## src/rtl/core/global_timer_64bit_compare_macros.svh

```systemverilog
// assertion macros for the global timer block
`ifndef GLOBAL_TIMER_64BIT_COMPARE_MACROS_SVH
`define GLOBAL_TIMER_64BIT_COMPARE_MACROS_SVH

// same-cycle implication, disabled during reset
`define GT_ASSERT_NOW(label, clk, rst_n, ante, cons, msg) \
    label: assert property (@(posedge clk) disable iff (!rst_n) (ante) |-> (cons)) \
        else $error(msg);

// next-cycle implication, disabled during reset
`define GT_ASSERT_NEXT(label, clk, rst_n, ante, cons, msg) \
    label: assert property (@(posedge clk) disable iff (!rst_n) (ante) |=> (cons)) \
        else $error(msg);

`endif

```

## src/rtl/core/gt64c_pkg.sv

```systemverilog
// types and constants shared by the global timer files
`timescale 1ns / 1ps
`default_nettype none

package gt64c_pkg;

    localparam int CmdWidth  = 2;
    localparam int SelWidth  = 3;
    localparam int DataWidth = 32;

    // transaction commands
    typedef enum logic [CmdWidth-1:0] {
        CMD_TICK  = 2'd0,
        CMD_READ  = 2'd1,
        CMD_WRITE = 2'd2
    } cmd_t;

    // dense register map
    typedef enum logic [SelWidth-1:0] {
        REG_COUNT_LO = 3'd0,
        REG_COUNT_HI = 3'd1,
        REG_CONTROL  = 3'd2,
        REG_STATUS   = 3'd3,
        REG_COMP_LO  = 3'd4,
        REG_COMP_HI  = 3'd5,
        REG_AUTOINC  = 3'd6
    } reg_sel_t;

    // control register bits
    localparam int CTL_ENABLE_BIT  = 0;
    localparam int CTL_COMP_BIT    = 1;
    localparam int CTL_IRQ_BIT     = 2;
    localparam int CTL_AUTOINC_BIT = 3;
    localparam int PRESCALE_LSB    = 8;

    // architectural timer state
    typedef struct packed {
        logic [63:0] counter;
        logic [63:0] comparator;
        logic [31:0] increment;
        logic [3:0]  ctl;
        logic [7:0]  prescale;
        logic [7:0]  pcount;
        logic        flag;
    } timer_state_t;

endpackage

`default_nettype wire

```

## src/rtl/core/gt64c_if.sv

```systemverilog
// request and response channel interfaces of the global timer
`timescale 1ns / 1ps
`default_nettype none

interface gt64c_req_if;
    logic        valid;
    logic        ready;
    logic [1:0]  cmd;
    logic [2:0]  reg_sel;
    logic [31:0] wdata;

    modport source (output valid, output cmd, output reg_sel, output wdata, input ready);
    modport sink   (input valid, input cmd, input reg_sel, input wdata, output ready);
endinterface

interface gt64c_rsp_if;
    logic        valid;
    logic        ready;
    logic [31:0] rdata;
    logic        irq;

    modport source (output valid, output rdata, output irq, input ready);
    modport sink   (input valid, input rdata, input irq, output ready);
endinterface

`default_nettype wire

```

## src/rtl/core/gt64c_step.sv

```systemverilog
// next-state and read-data logic for one timer transaction
`timescale 1ns / 1ps
`default_nettype none

module gt64c_step (
    input  gt64c_pkg::timer_state_t cur,
    input  logic [1:0]              cmd,
    input  logic [2:0]              reg_sel,
    input  logic [31:0]             wdata,
    output gt64c_pkg::timer_state_t nxt,
    output logic [31:0]             rdata,
    output logic                    irq
);
    import gt64c_pkg::*;

    logic [63:0] count_inc;
    logic [63:0] comp_inc;

    // counter and comparator adders run in parallel
    assign count_inc = cur.counter + 64'd1;
    assign comp_inc  = cur.comparator + {32'd0, cur.increment};

    always_comb
    begin
        nxt   = cur;
        rdata = '0;
        case (cmd_t'(cmd))
            CMD_TICK:
            begin
                if (cur.ctl[CTL_ENABLE_BIT])
                begin
                    if (cur.pcount >= cur.prescale)
                    begin
                        // prescaler expired: advance and compare against new count
                        nxt.pcount  = '0;
                        nxt.counter = count_inc;
                        if (cur.ctl[CTL_COMP_BIT] && (count_inc == cur.comparator))
                        begin
                            nxt.flag = 1'b1;
                            if (cur.ctl[CTL_AUTOINC_BIT])
                            begin
                                nxt.comparator = comp_inc;
                            end
                        end
                    end
                    else
                    begin
                        nxt.pcount = cur.pcount + 8'd1;
                    end
                end
            end
            CMD_READ:
            begin
                case (reg_sel_t'(reg_sel))
                    REG_COUNT_LO: rdata = cur.counter[31:0];
                    REG_COUNT_HI: rdata = cur.counter[63:32];
                    REG_CONTROL:  rdata = {16'd0, cur.prescale, 4'd0, cur.ctl};
                    REG_STATUS:   rdata = {31'd0, cur.flag};
                    REG_COMP_LO:  rdata = cur.comparator[31:0];
                    REG_COMP_HI:  rdata = cur.comparator[63:32];
                    REG_AUTOINC:  rdata = cur.increment;
                    default:      rdata = '0;
                endcase
            end
            CMD_WRITE:
            begin
                case (reg_sel_t'(reg_sel))
                    REG_COUNT_LO: nxt.counter[31:0]     = wdata;
                    REG_COUNT_HI: nxt.counter[63:32]    = wdata;
                    REG_CONTROL:
                    begin
                        nxt.ctl      = wdata[3:0];
                        nxt.prescale = wdata[PRESCALE_LSB +: 8];
                    end
                    REG_STATUS:
                    begin
                        // write one to clear
                        if (wdata[0])
                        begin
                            nxt.flag = 1'b0;
                        end
                    end
                    REG_COMP_LO:  nxt.comparator[31:0]  = wdata;
                    REG_COMP_HI:  nxt.comparator[63:32] = wdata;
                    REG_AUTOINC:  nxt.increment         = wdata;
                    default:      nxt = cur;
                endcase
            end
            default:
            begin
                nxt   = cur;
                rdata = '0;
            end
        endcase
    end

    // interrupt line after this transaction's update
    assign irq = nxt.flag & nxt.ctl[CTL_IRQ_BIT];

endmodule

`default_nettype wire

```

## src/rtl/core/global_timer_64bit_compare.sv

```systemverilog
// global timer: 64-bit prescaled counter with comparator and auto-increment
// the response is registered and appears in the cycle after the request is accepted
// throughput: one transaction per cycle while responses are taken, set by the single state register stage
// the output register frees on the same cycle the response is taken
// reset: asynchronous, clears all timer state, timer disabled, no response pending
`timescale 1ns / 1ps
`default_nettype none
`include "global_timer_64bit_compare_macros.svh"

module global_timer_64bit_compare (
    input  logic         clk,
    input  logic         rst_n,
    gt64c_req_if.sink    req,
    gt64c_rsp_if.source  rsp
);
    import gt64c_pkg::*;

    timer_state_t           state_reg;
    timer_state_t           state_next;
    logic                   out_valid_reg;
    logic [DataWidth-1:0]   rdata_reg;
    logic [DataWidth-1:0]   rdata_next;
    logic                   irq_reg;
    logic                   irq_next;
    logic                   accept;

    // request taken whenever the response slot is free or being drained
    assign req.ready = !out_valid_reg || rsp.ready;
    assign accept    = req.valid && req.ready;

    gt64c_step u_step (
        .cur     (state_reg),
        .cmd     (req.cmd),
        .reg_sel (req.reg_sel),
        .wdata   (req.wdata),
        .nxt     (state_next),
        .rdata   (rdata_next),
        .irq     (irq_next)
    );

    // timer state and response valid
    always_ff @(posedge clk or negedge rst_n)
    begin
        if (!rst_n)
        begin
            state_reg     <= '0;
            out_valid_reg <= 1'b0;
        end
        else
        begin
            if (accept)
            begin
                state_reg <= state_next;
            end
            if (accept)
            begin
                out_valid_reg <= 1'b1;
            end
            else if (rsp.ready)
            begin
                out_valid_reg <= 1'b0;
            end
        end
    end

    // response payload
    always_ff @(posedge clk)
    begin
        if (accept)
        begin
            rdata_reg <= rdata_next;
            irq_reg   <= irq_next;
        end
    end

    assign rsp.valid = out_valid_reg;
    assign rsp.rdata = rdata_reg;
    assign rsp.irq   = irq_reg;

    // checks on the timer's own logic
    `GT_ASSERT_NOW(a_irq_tracks_state, clk, rst_n, out_valid_reg, irq_reg == (state_reg.flag && state_reg.ctl[CTL_IRQ_BIT]), "irq response disagrees with timer state")
    `GT_ASSERT_NEXT(a_status_clear, clk, rst_n, accept && (req.cmd == CMD_WRITE) && (req.reg_sel == REG_STATUS) && req.wdata[0], !state_reg.flag, "status write did not clear event flag")
    `GT_ASSERT_NEXT(a_nonread_zero, clk, rst_n, accept && (req.cmd != CMD_READ), rsp.rdata == 32'd0, "non-read transaction returned data")
    `GT_ASSERT_NEXT(a_disabled_hold, clk, rst_n, accept && (req.cmd == CMD_TICK) && !state_reg.ctl[CTL_ENABLE_BIT], $stable(state_reg), "disabled timer changed on tick")

endmodule

`default_nettype wire

```

## src/flat_wrapper.sv

```systemverilog
// flat-port wrapper written by rule: the top's interface ports become plain ports
module global_timer_64bit_compare_flat import gt64c_pkg::*;
  (clk, rst_n, req_valid, req_cmd, req_reg_sel, req_wdata, req_ready, rsp_valid, rsp_rdata, rsp_irq, rsp_ready);
  gt64c_req_if req_i ();
  gt64c_rsp_if rsp_i ();
  input  logic clk;
  input  logic rst_n;
  input wire logic [$bits(req_i.valid)-1:0] req_valid;
  input wire logic [$bits(req_i.cmd)-1:0] req_cmd;
  input wire logic [$bits(req_i.reg_sel)-1:0] req_reg_sel;
  input wire logic [$bits(req_i.wdata)-1:0] req_wdata;
  output wire logic [$bits(req_i.ready)-1:0] req_ready;
  output wire logic [$bits(rsp_i.valid)-1:0] rsp_valid;
  output wire logic [$bits(rsp_i.rdata)-1:0] rsp_rdata;
  output wire logic [$bits(rsp_i.irq)-1:0] rsp_irq;
  input wire logic [$bits(rsp_i.ready)-1:0] rsp_ready;
  assign req_i.valid = req_valid;
  assign req_i.cmd = req_cmd;
  assign req_i.reg_sel = req_reg_sel;
  assign req_i.wdata = req_wdata;
  assign req_ready = req_i.ready;
  assign rsp_valid = rsp_i.valid;
  assign rsp_rdata = rsp_i.rdata;
  assign rsp_irq = rsp_i.irq;
  assign rsp_i.ready = rsp_ready;
  global_timer_64bit_compare u_core (.clk(clk), .rst_n(rst_n), .req(req_i), .rsp(rsp_i));
endmodule
```

## config.mk

```make
export PLATFORM = sky130hd
export DESIGN_NAME = global_timer_64bit_compare_flat
export DESIGN_NICKNAME = d
export VERILOG_FILES = /design/src/rtl/core/gt64c_pkg.sv /design/src/rtl/core/gt64c_if.sv /design/src/rtl/core/gt64c_step.sv /design/src/rtl/core/global_timer_64bit_compare.sv /design/src/flat_wrapper.sv
export VERILOG_INCLUDE_DIRS = /design/src /design/src/rtl/core
export SDC_FILE = /design/constraint.sdc
export NUM_CORES = 1
export LEC_CHECK = 0
export ABC_AREA = 1
export BUFFER_PORTS_ARGS = -buffer_cell sky130_fd_sc_hd__clkbuf_2
export CORE_ASPECT_RATIO = 1.25
export CORE_MARGIN = 10
export CORE_UTILIZATION = 45
export CTS_CLUSTER_SIZE = 20
export DETAILED_ROUTE_END_ITERATION = 7
export PLACE_DENSITY = 0.64
export SYNTH_ARGS = -nofsm -noshare
export SYNTH_HDL_FRONTEND = slang
export SYNTH_SLANG_ARGS = --single-unit
```

## constraint.sdc

```tcl
create_clock -name clk -period 3.7 [get_ports clk]
set_input_delay 0.74 -clock clk [delete_from_list [all_inputs] [get_ports clk]]
set_output_delay 0.74 -clock clk [all_outputs]
set_load 0.05 [all_outputs]
```

After elaboration in Yosys (flattened, before gate mapping) --
Index checks and enable logic that the tools add are counted.
Operators by class: add/subtract/negate cells 3, $lt $le $gt $ge 1, eq/ne operators 17, muxes and demuxes 21, bitwise logic cells 2, reductions and logical operators 15
Operators by type and width (number):
- 128-bit two-way mux | 2
- 128-bit case mux with 2 select lines | 1
- 32-bit case mux with 7 select lines | 1
- 32-bit two-way mux | 4
- 64-bit two-way mux | 2
- 64-bit by 1-bit adder with 64-bit output, second input constant | 1
- 64-bit by 32-bit adder with 64-bit output | 1
- 64-bit == test | 1
- 11-bit two-way mux | 2
- 9-bit case mux with 2 select lines | 1
- 7-bit AND reduction | 2
- 2-bit by 1-bit != test with 1-bit output, second input constant | 6
- 5-bit AND reduction | 2
- 3-bit == test, second input constant | 3
- 9-bit two-way mux | 1
- 8-bit by 1-bit adder with 8-bit output, second input constant | 1
- 8-bit greater-or-equal comparator | 1
- 8-bit two-way mux | 1
- 3-bit by 2-bit == test with 1-bit output, second input constant | 2
- 1-bit two-way mux | 6
- 3-bit AND reduction | 2
- 2-bit != test, second input constant | 2
- 4-bit AND reduction | 1
- 2-bit nonzero test | 2
- 10 further kinds | 11
Word-level totals: register bits 215, input bits 41, output and inout bits 35, word-level logic and storage cells 72

Depth between registers and ports, before layout --
Gate-level depths: netlist (run 1).
depth in word-level cells 8, depth in mapped cells 23, depth with buffers taken out 22

By module --
From an unflattened synthesis (run 1), not the netlist that was laid out.
Unflattened totals: cells, all modules 3431, area total of the unflattened synthesis 20733.6 µm²
Modules (own cells, without submodules):
- gt64c_step | instances 1, cells an instance 2608, area an instance 12603.3 µm², sequential area each 0.0 µm²
- global_timer_64bit_compare | instances 1, cells an instance 823, area an instance 8130.3 µm², sequential area each 5545.3 µm²

Least setup slack after synthesis (run 1) --
No wires, ideal clock.
kind input-to-reg, start point input rsp_ready, end point register u_core.state_reg[151] in the netlist's numbering, library setup time 127 ps, data arrival time 3197 ps, data required time 3573 ps, path slack 376 ps, stages 12, path buffers 1, path through inv_1 nand2_1 nand2_1 inv_1 nand2_1 inv_1 nand2_1 nor2_1 clkbuf_1 inv_1 nand2_1 o21ai_0
On the way: word-level cells in the longest chain between the ends 3
Ends and longest elaborated chain:
- start, declared | RTL line flat_wrapper.sv:16 | input wire logic [$bits(rsp_i.ready)-1:0] rsp_ready;
- 1-bit logical OR | RTL line global_timer_64bit_compare.sv:28 | assign req.ready = !out_valid_reg || rsp.ready;
- named net req_ready | RTL line flat_wrapper.sv:12 | output wire logic [$bits(req_i.ready)-1:0] req_ready;
- 1-bit logical AND | RTL line global_timer_64bit_compare.sv:29 | assign accept = req.valid && req.ready;
- named net u_core.accept | RTL line global_timer_64bit_compare.sv:25 | logic accept;
- 5-bit AND reduction (no line)
- end signal, assigned | RTL line global_timer_64bit_compare.sv:53 | state_reg <= state_next;
- end, declared | RTL line global_timer_64bit_compare.sv:18 | timer_state_t state_reg;
The timed path passes the listed nets, and every way through them passes these cells. A chain may end at the register's enable or synchronous reset.

Worst setup path after layout (run 1) --
start point register u_core.state_reg[146] in the netlist's numbering, end point register u_core.state_reg[55] in the netlist's numbering
On the way: word-level cells in the longest chain between the ends 5
Ends and longest elaborated chain:
- 64-bit by 1-bit adder with 64-bit output | RTL line gt64c_step.sv:20 | assign count_inc = cur.counter + 64'd1;
- 64-bit == test | RTL line gt64c_step.sv:37 | if (cur.ctl[CTL_COMP_BIT] && (count_inc == cur.comparator))
- 1-bit logical AND | RTL line gt64c_step.sv:37
- 2-bit != test (no line)
- 7-bit AND reduction (no line)
Every way passes these cells.

==> flow_summary.ini, run 1 <==
[outcome]
run_status = finished, final reports clean

[detailed_routing]
drt_iter0_markers = 2671
dr_wl_met3_um = 9910
top_signal_layer_used = met5
drt-met1-wl_um = 32100
vias = 20200
met2WireLength_um = 37300
routed_wl_um = 85400
avgRoutedWirePerCell_um = 25.7
drt_first_pass_iters = 6
detail-route-antenna-nets = 0
route.detailed.drc = 0
post_drt_via_cell_ratio = 6.09

[power]
power.ir.vdd_worst_mv = 0.621
power.internal_mw = 6.60
power.combinational.fraction_pct = 46.0
power.share.sequential_pct = 31.9
pwr-share-clk_pct = 22.1
net-switching-power_mw = 6.35
p_total_mw = 12.9
power-per-cell-area_nw_per_um2 = 663
swShare_pct = 49.0
static_power_due_to_leakage_nw = 9.16

[global_routing]
wire_length_of_the_first_global_routing_pass_um = 125000
globalRouteOverflowTotal = 0
antenna_violations_before_repair = 2
grt.total_usage_pct = 35.7
grt_max_degree = 86
number_of_global_route_vias_before_repair = 19200

[yosys]
synth.yosys.seq_area_share_pct = 32.5
synth_top_area_share_pct = 26.7
synthCells = 2695
synth_top_area_cell = dfrtp_1
ys_async_sr_fraction_pct = 84.7
syn_area_sq_um = 17100
synth_top_cells_by_area = dfrtp_1 27%, nand2_1 21%, o21ai_0 6.7%
post_synth_most_frequent_cells = 940 x nand2_1, 296 x inv_1, 266 x nor2_1, 227 x o21ai_0, 182 x dfrtp_1
count_of_distinct_cell_types_in_the_synthesized_netlist = 50
synth_enable_flop_cells = 33
post_synth.cell_area_avg_sq_um = 6.33
ys.flop_type = dfrtp_1
yosysWarnings = 0
yosys_register_bits = 215
syn-num-nets = 2779
yosysMostFrequentCell = nand2_1

[clock_tree]
cts_buffers = 27
worstSkewPairLatency_ps = 590
clk_path_buf_depth = 3
root_buffer_master = clkbuf_16
tritoncts = yes
clkTransAtPathRegs_ps = 60
cts_htree_levels = 1
numClockSinks = 215
hold_buf_cts = 0

[worst_setup_path]
worstSetupStartpoint = u_core.state_reg[146]
reg2reg_depth = 18
cp-end-kind = flop
path_class = reg2reg
worstPathRequired_ps = 4180
cp_max_fo = 32
crit_arrival_ps = 4010
startpoint_class_of_the_critical_path = flop
regToRegStartpoint = u_core.state_reg[146]

[finish]
layout.cells.non_filler = 3324
area_growth_pct = 14.5
layout_net_count = 2900
drive_gt1_share_pct = 9.59
flip_flop_count_of_the_largest_register_all_copies_and_words_added = 181
nFillCells = 3901

[sta]
layout_min_cycle_time_ps = 3530
rsz0062_at_grt = no
finalSetupTns_ps = 0
slew-limit-headroom_pct = 27.7
timing_max_transition_violations_final = 0
timing.hold.ws_ps = 228
fin_ws_ps = 166
finClkSkew_ps = 18.1
share_of_the_clock_period_used_by_the_worst_path_after_layout_pct = 95.5
final-setup-viol-count = 0
hold_viol_final = 0
worstMarginPinSlew_ps = 1060
max_clock_freq_mhz = 283

[job]
max_cap_violations = 0

[placed_design]
place_ws_ps = 138
placed_cells_incl_taps = 3269
place.detailed.hpwl_um = 66900
io_buffers = 75
routabilityCongestion = 1.07

[floorplanning]
die_x_um = 194
design.core.area_sq_um = 37400
floorplan.die.height_um = 238
ios = 76
starting_density_pct = 45.7
die-area_sq_um = 46200
rows = 79

[min_path]
timing.hold.worst.class = in2async
[critical path, cell delays in order (launching register included)]
cell and delay, ps:
dfrtp_1 470, nand2_1 170, nor2_1 250, nand2_1 180
nor2_1 380, nand3_1 180, nand3_2 210, nand3_1 250
nor2_1 170, nand2_1 60, nor2_1 130, nand2_1 80
nor2_2 110, nand3_1 100, nand2_2 180, nand3_2 120
buf_12 210, nand2_1 90, nand2_1 50
[per-stage QoR]
stage | area, sq um | util, %
3_3_place_gp | 18500 | 49.6
6_report | 19500 | 52.3
3_5_place_dp | 18500 | 49.6
5_1_grt | 19500 | 52.3
4_1_cts | 19500 | 52.1
2_1_floorplan | 17100 | -
[metal layers]
| layer | global-route usage (%) | vias to the layer above |
|---|---|---|
| met3 | 7.97 | 295 |
| met4 | 21.8 | 2 |
| met2 | 55.6 | 1312 |
| met5 | 0 | - |
| li1 | - | 9136 |
| met1 | 44.2 | 9497 |
[logic make-up (layout without fill, tap and decap cells)]
kind of cell	count (synthesis)	in the layout	share of synthesized area (%)
buf+inv	385	527	8.89
xor+xnor	36	36	2.09
mux	7	7	0.462
flops	215	215	32.5
other cells	0	1	0
fa+ha+maj	43	43	3.20
simple gates	1574	1574	38.8
compound gates	435	435	14.1
[repair_timing]
action	4_1_cts	5_1_grt
gates resized for setup	0	8
setup buffers	0	4
setup endpoints to repair	0	65
[path summary, 6_finish.rpt]
check,endpoint,slack (ps)
max reg2reg,u_core.state_reg[55],170
min reg2reg,u_core.state_reg[11],490
max,u_core.state_reg[55],170
min,u_core.state_reg[26],230
max in group asynchronous,u_core.state_reg[145],2560
min in group clk,u_core.state_reg[42],400
[cells in the final DEF, fill, tap and decap left out, types with 12 or more instances in the layout]
| master | synthesis | final |
|---|---|---|
| nand2_1 | 940 | 939 |
| nand4_1 | 101 | 101 |
| o21ai_0 | 227 | 227 |
| nor3_1 | 33 | 30 |
| a221oi_1 | 26 | 26 |
| o22ai_1 | 32 | 32 |
| nor4_1 | 12 | 12 |
| edfxtp_1 | 33 | 33 |
| buf_4 | 1 | 89 |
| inv_1 | 296 | 294 |
| xor2_1 | 24 | 24 |
| ha_1 | 42 | 42 |
| dfrtp_1 | 182 | 182 |
| a21oi_1 | 111 | 111 |
| nor2_1 | 266 | 259 |
| clkbuf_16 | 0 | 28 |
| nor2_2 | 9 | 13 |
| nand3_1 | 180 | 177 |
| clkbuf_2 | 0 | 74 |
[power groups by stage]
| stage | clock network, mW | logic (mW) | registers [mW] |
|---|---|---|---|
| after floorplan | 0 | 3.64 | 3.68 |
| after global placement | 0 | 5.68 | 4.06 |
| after detailed placement | 0 | 5.74 | 4.06 |
| after CTS | 2.86 | 5.77 | 4.02 |
| after global routing | 2.94 | 6.51 | 4.14 |
| final | 2.86 | 5.96 | 4.13 |
[cell type report]
cell class                      instances  area, sq um  share of cell area [%]
Inverter                              304         1140                    5.84
Antenna cell                            1         2.50                  0.0128
Clock buffer                           42          823                    4.21
Multi-Input combinational cell       2095        10100                    51.6
Sequential cell                       215         5550                    28.4
Tap cell                              486          608                    3.11
Timing Repair Buffer                  173         1230                    6.31
Clock inverter                          8          108                   0.551
(Power assumes the default switching activity.)
==> inputs of run 2 (changes only) <==
ABC_AREA = 0   (was 1)
CORE_ASPECT_RATIO = default   (was 1.25)
==> run 2 against run 1 <==
  * The run now ends with setup timing left
  * Critical path depth is 1 lower
  * Utilization up 8.5 points
  * Via count is 2.9% lower
  * Die area about the same
  * Clock power is 5% higher
  * Largest power group unchanged
  * Clock-buffer cell count fell by 12
  * Critical endpoint is now u_core.state_reg[83]
==> flow_summary.ini, run 2 <==
[finish]
nFillCells = 3363
drive_gt1_share_pct = 34.0
mostFrequentLayoutCell = buf_4
flip_flop_count_of_the_largest_register_all_copies_and_words_added = 181
antenna_cells_inserted = 0
area_growth_pct = 33.7
post-route-cell-area_sq_um = 22800
layout_net_count = 2483
mostFrequentLayoutCells = 445 x buf_4, 176 x dfrtp_1, 174 x nand2_1

[power]
static_power_due_to_leakage_nw = 9.89
power.ir.vdd_worst_mv = 0.466
power-per-cell-area_nw_per_um2 = 605

[yosys]
post_synth_most_frequent_cells = 182 x dfrtp_1, 178 x nand2_1, 162 x nor2_1, 131 x o21ai_0, 116 x a21oi_1
syn_area_sq_um = 17100
synth_enable_flop_cells = 33
synthCells = 1976
synth_top_cells_by_area = dfrtp_1 27%, edfxtp_1 5.8%, nand2_1 3.9%
yosysWarnings = 0
yosysMostFrequentCell = dfrtp_1
yosys_register_bits = 215
ys.flop_type = dfrtp_1
synth_top_area_share_pct = 26.7
count_of_distinct_cell_types_in_the_synthesized_netlist = 95
synth.yosys.seq_area_share_pct = 32.5
synth_top_area_cell = dfrtp_1
post_synth.cell_area_avg_sq_um = 8.64
ys_async_sr_fraction_pct = 84.7
syn-num-nets = 2060

[detailed_routing]
drt_iter0_markers = 2798
routed_wl_um = 92000
route.detailed.drc = 0
drt-met1-wl_um = 35100
vias = 19700
post_drt_via_cell_ratio = 6.70
dr_wl_met3_um = 10800
top_signal_layer_used = met4
drt_first_pass_iters = 7
avgRoutedWirePerCell_um = 31.4
met2WireLength_um = 39400
detail-route-antenna-nets = 0

[global_routing]
grt_max_degree = 79
grt.total_usage_pct = 38.1
antenna_violations_before_repair = 0
globalRouteOverflowTotal = 0
number_of_global_route_vias_before_repair = 18900
wire_length_of_the_first_global_routing_pass_um = 132000

[worst_setup_path]
regToRegStartpoint = u_core.state_reg[121]
path_class = reg2reg
worstPathRequired_ps = 4190
crit-reg2reg-capture = u_core.state_reg[83]
startpoint_class_of_the_critical_path = flop
crit_arrival_ps = 4370
cp_max_fo = 21
worstSetupStartpoint = u_core.state_reg[121]
reg2reg_depth = 17
reg_to_reg_slack_setup_ps = -180
cp-end-kind = flop

[clock_tree]
cts_buffers = 28
clk_path_buf_depth = 3
worstSkewPairLatency_ps = 600
root_buffer_master = clkbuf_16
clkTransAtPathRegs_ps = 70
cts_htree_levels = 1
hold_buf_cts = 0
numClockSinks = 215
tritoncts = yes

[sta]
hold_viol_final = 0
finClkSkew_ps = 34.7
max_clock_freq_mhz = 257
timing_max_transition_violations_final = 0
final-setup-viol-count = 47
slew-limit-headroom_pct = 26.0
fin_ws_ps = -184
share_of_the_clock_period_used_by_the_worst_path_after_layout_pct = 105
rsz0062_at_grt = yes
timing.hold.ws_ps = 228
layout_min_cycle_time_ps = 3880
worstMarginPinSlew_ps = 1110

[floorplanning]
starting_density_pct = 45.5
rows = 71
die-area_sq_um = 46100
ios = 76
die_x_um = 215
floorplan.die.height_um = 215
design.core.area_sq_um = 37600

[placed_design]
io_buffers = 75
place.detailed.hpwl_um = 72200
placement.cell_area_sq_um = 21000
routabilityCongestion = 1.11
place_ws_ps = -590

[job]
max_cap_violations = 0

[outcome]
run_status = finished with violations
failed_checks = setup timing

[min_path]
timing.hold.worst.class = in2async
## run 2: changes by cell type after synthesis, sizes merged, moves of 31 or more
cell,previous run,this run
mux2,7,84
o21ai,231,138
and3,0,41
xnor2,9,63
nand4,101,70
clkbuf,61,103
inv,299,35
nand3,183,67
xor2,24,56
nor2,281,162
nand2,944,179
## run 2: logic make-up after synthesis
| family | synth area share, % |
|---|---|
| flip-flops | 32.5 |
| AND/OR/NAND/NOR | 22.7 |
| multiplexers | 8.84 |
| adder cells (fa/ha/maj) | 3.19 |
| AO/OA/AOI/OAI | 22.1 |
| XOR/XNOR | 6.10 |
| buffers and inverters | 4.54 |
## run 2: final cells by class
class	count	area (sq um)	area share, %
multi-input combinational	1573	11400	49.8
sequential	215	5550	24.3
tap	511	639	2.80
clock buffer	30	708	3.10
timing repair buffer	545	4150	18.2
inverter	36	135	0.592
clock inverter	22	279	1.22
## run 2: worst max path at each step
| stage | to | slack [ps] | cells past startpoint |
|---|---|---|---|
| 2_1_floorplan | u_core.state_reg[54] | 20 | 14 |
| 3_3_place_gp | u_core.state_reg[88] | -590 | 14 |
| 3_5_place_dp | u_core.state_reg[95] | -590 | 15 |
| 4_1_cts | u_core.state_reg[72] | -100 | 15 |
| 5_1_grt | u_core.state_reg[81] | -270 | 15 |
| 6_report | u_core.state_reg[83] | -180 | 17 |
## run 2: where the power goes
group / internal [mW] / switching (mW) / leakage, nW
combinational: 3.21 / 4.01 / 6.84
clock: 1.75 / 1.25 / 0.466
sequential: 2.92 / 0.677 / 2.58
## run 2: stage by stage
step	util, %	instances	TNS, ps	total power, mW
floorplan	-	1976	0	6.94
global placement	55.9	2854	-30930	10.2
detailed placement	55.9	2854	-30950	10.2
CTS	59.7	2921	-2480	13.4
global route	60.8	2932	-10520	14.3
finish	60.8	2932	-5880	13.8
## run 2: worst max-delay path, cell delays in order (launching register included)
cell,delay [ps]
dfrtp_2,450
buf_4,140
and4_4,260
buf_4,150
and4_4,260
buf_6,140
and4_4,260
xnor2_2,170
nand4_1,200
nor4_4,280
buf_4,140
nand3_1,70
buf_4,170
nor4b_4,270
buf_4,180
o21ai_4,70
buf_12,200
mux2_4,320
## run 2: what timing repair did
| item | in CTS | in global routing |
|---|---|---|
| buffers inserted | 15 | 11 |
| pin swaps | 14 | 14 |
| resized for setup | 65 | 62 |
| setup endpoints to repair | 66 | 66 |
## run 2: layer usage
layer / vias to the layer above / GRT usage (%)
met2: 1380 / 56.8
met4: 0 / 23.0
met5: - / 0
met1: 9612 / 48.3
met3: 312 / 10.6
li1: 8351 / -
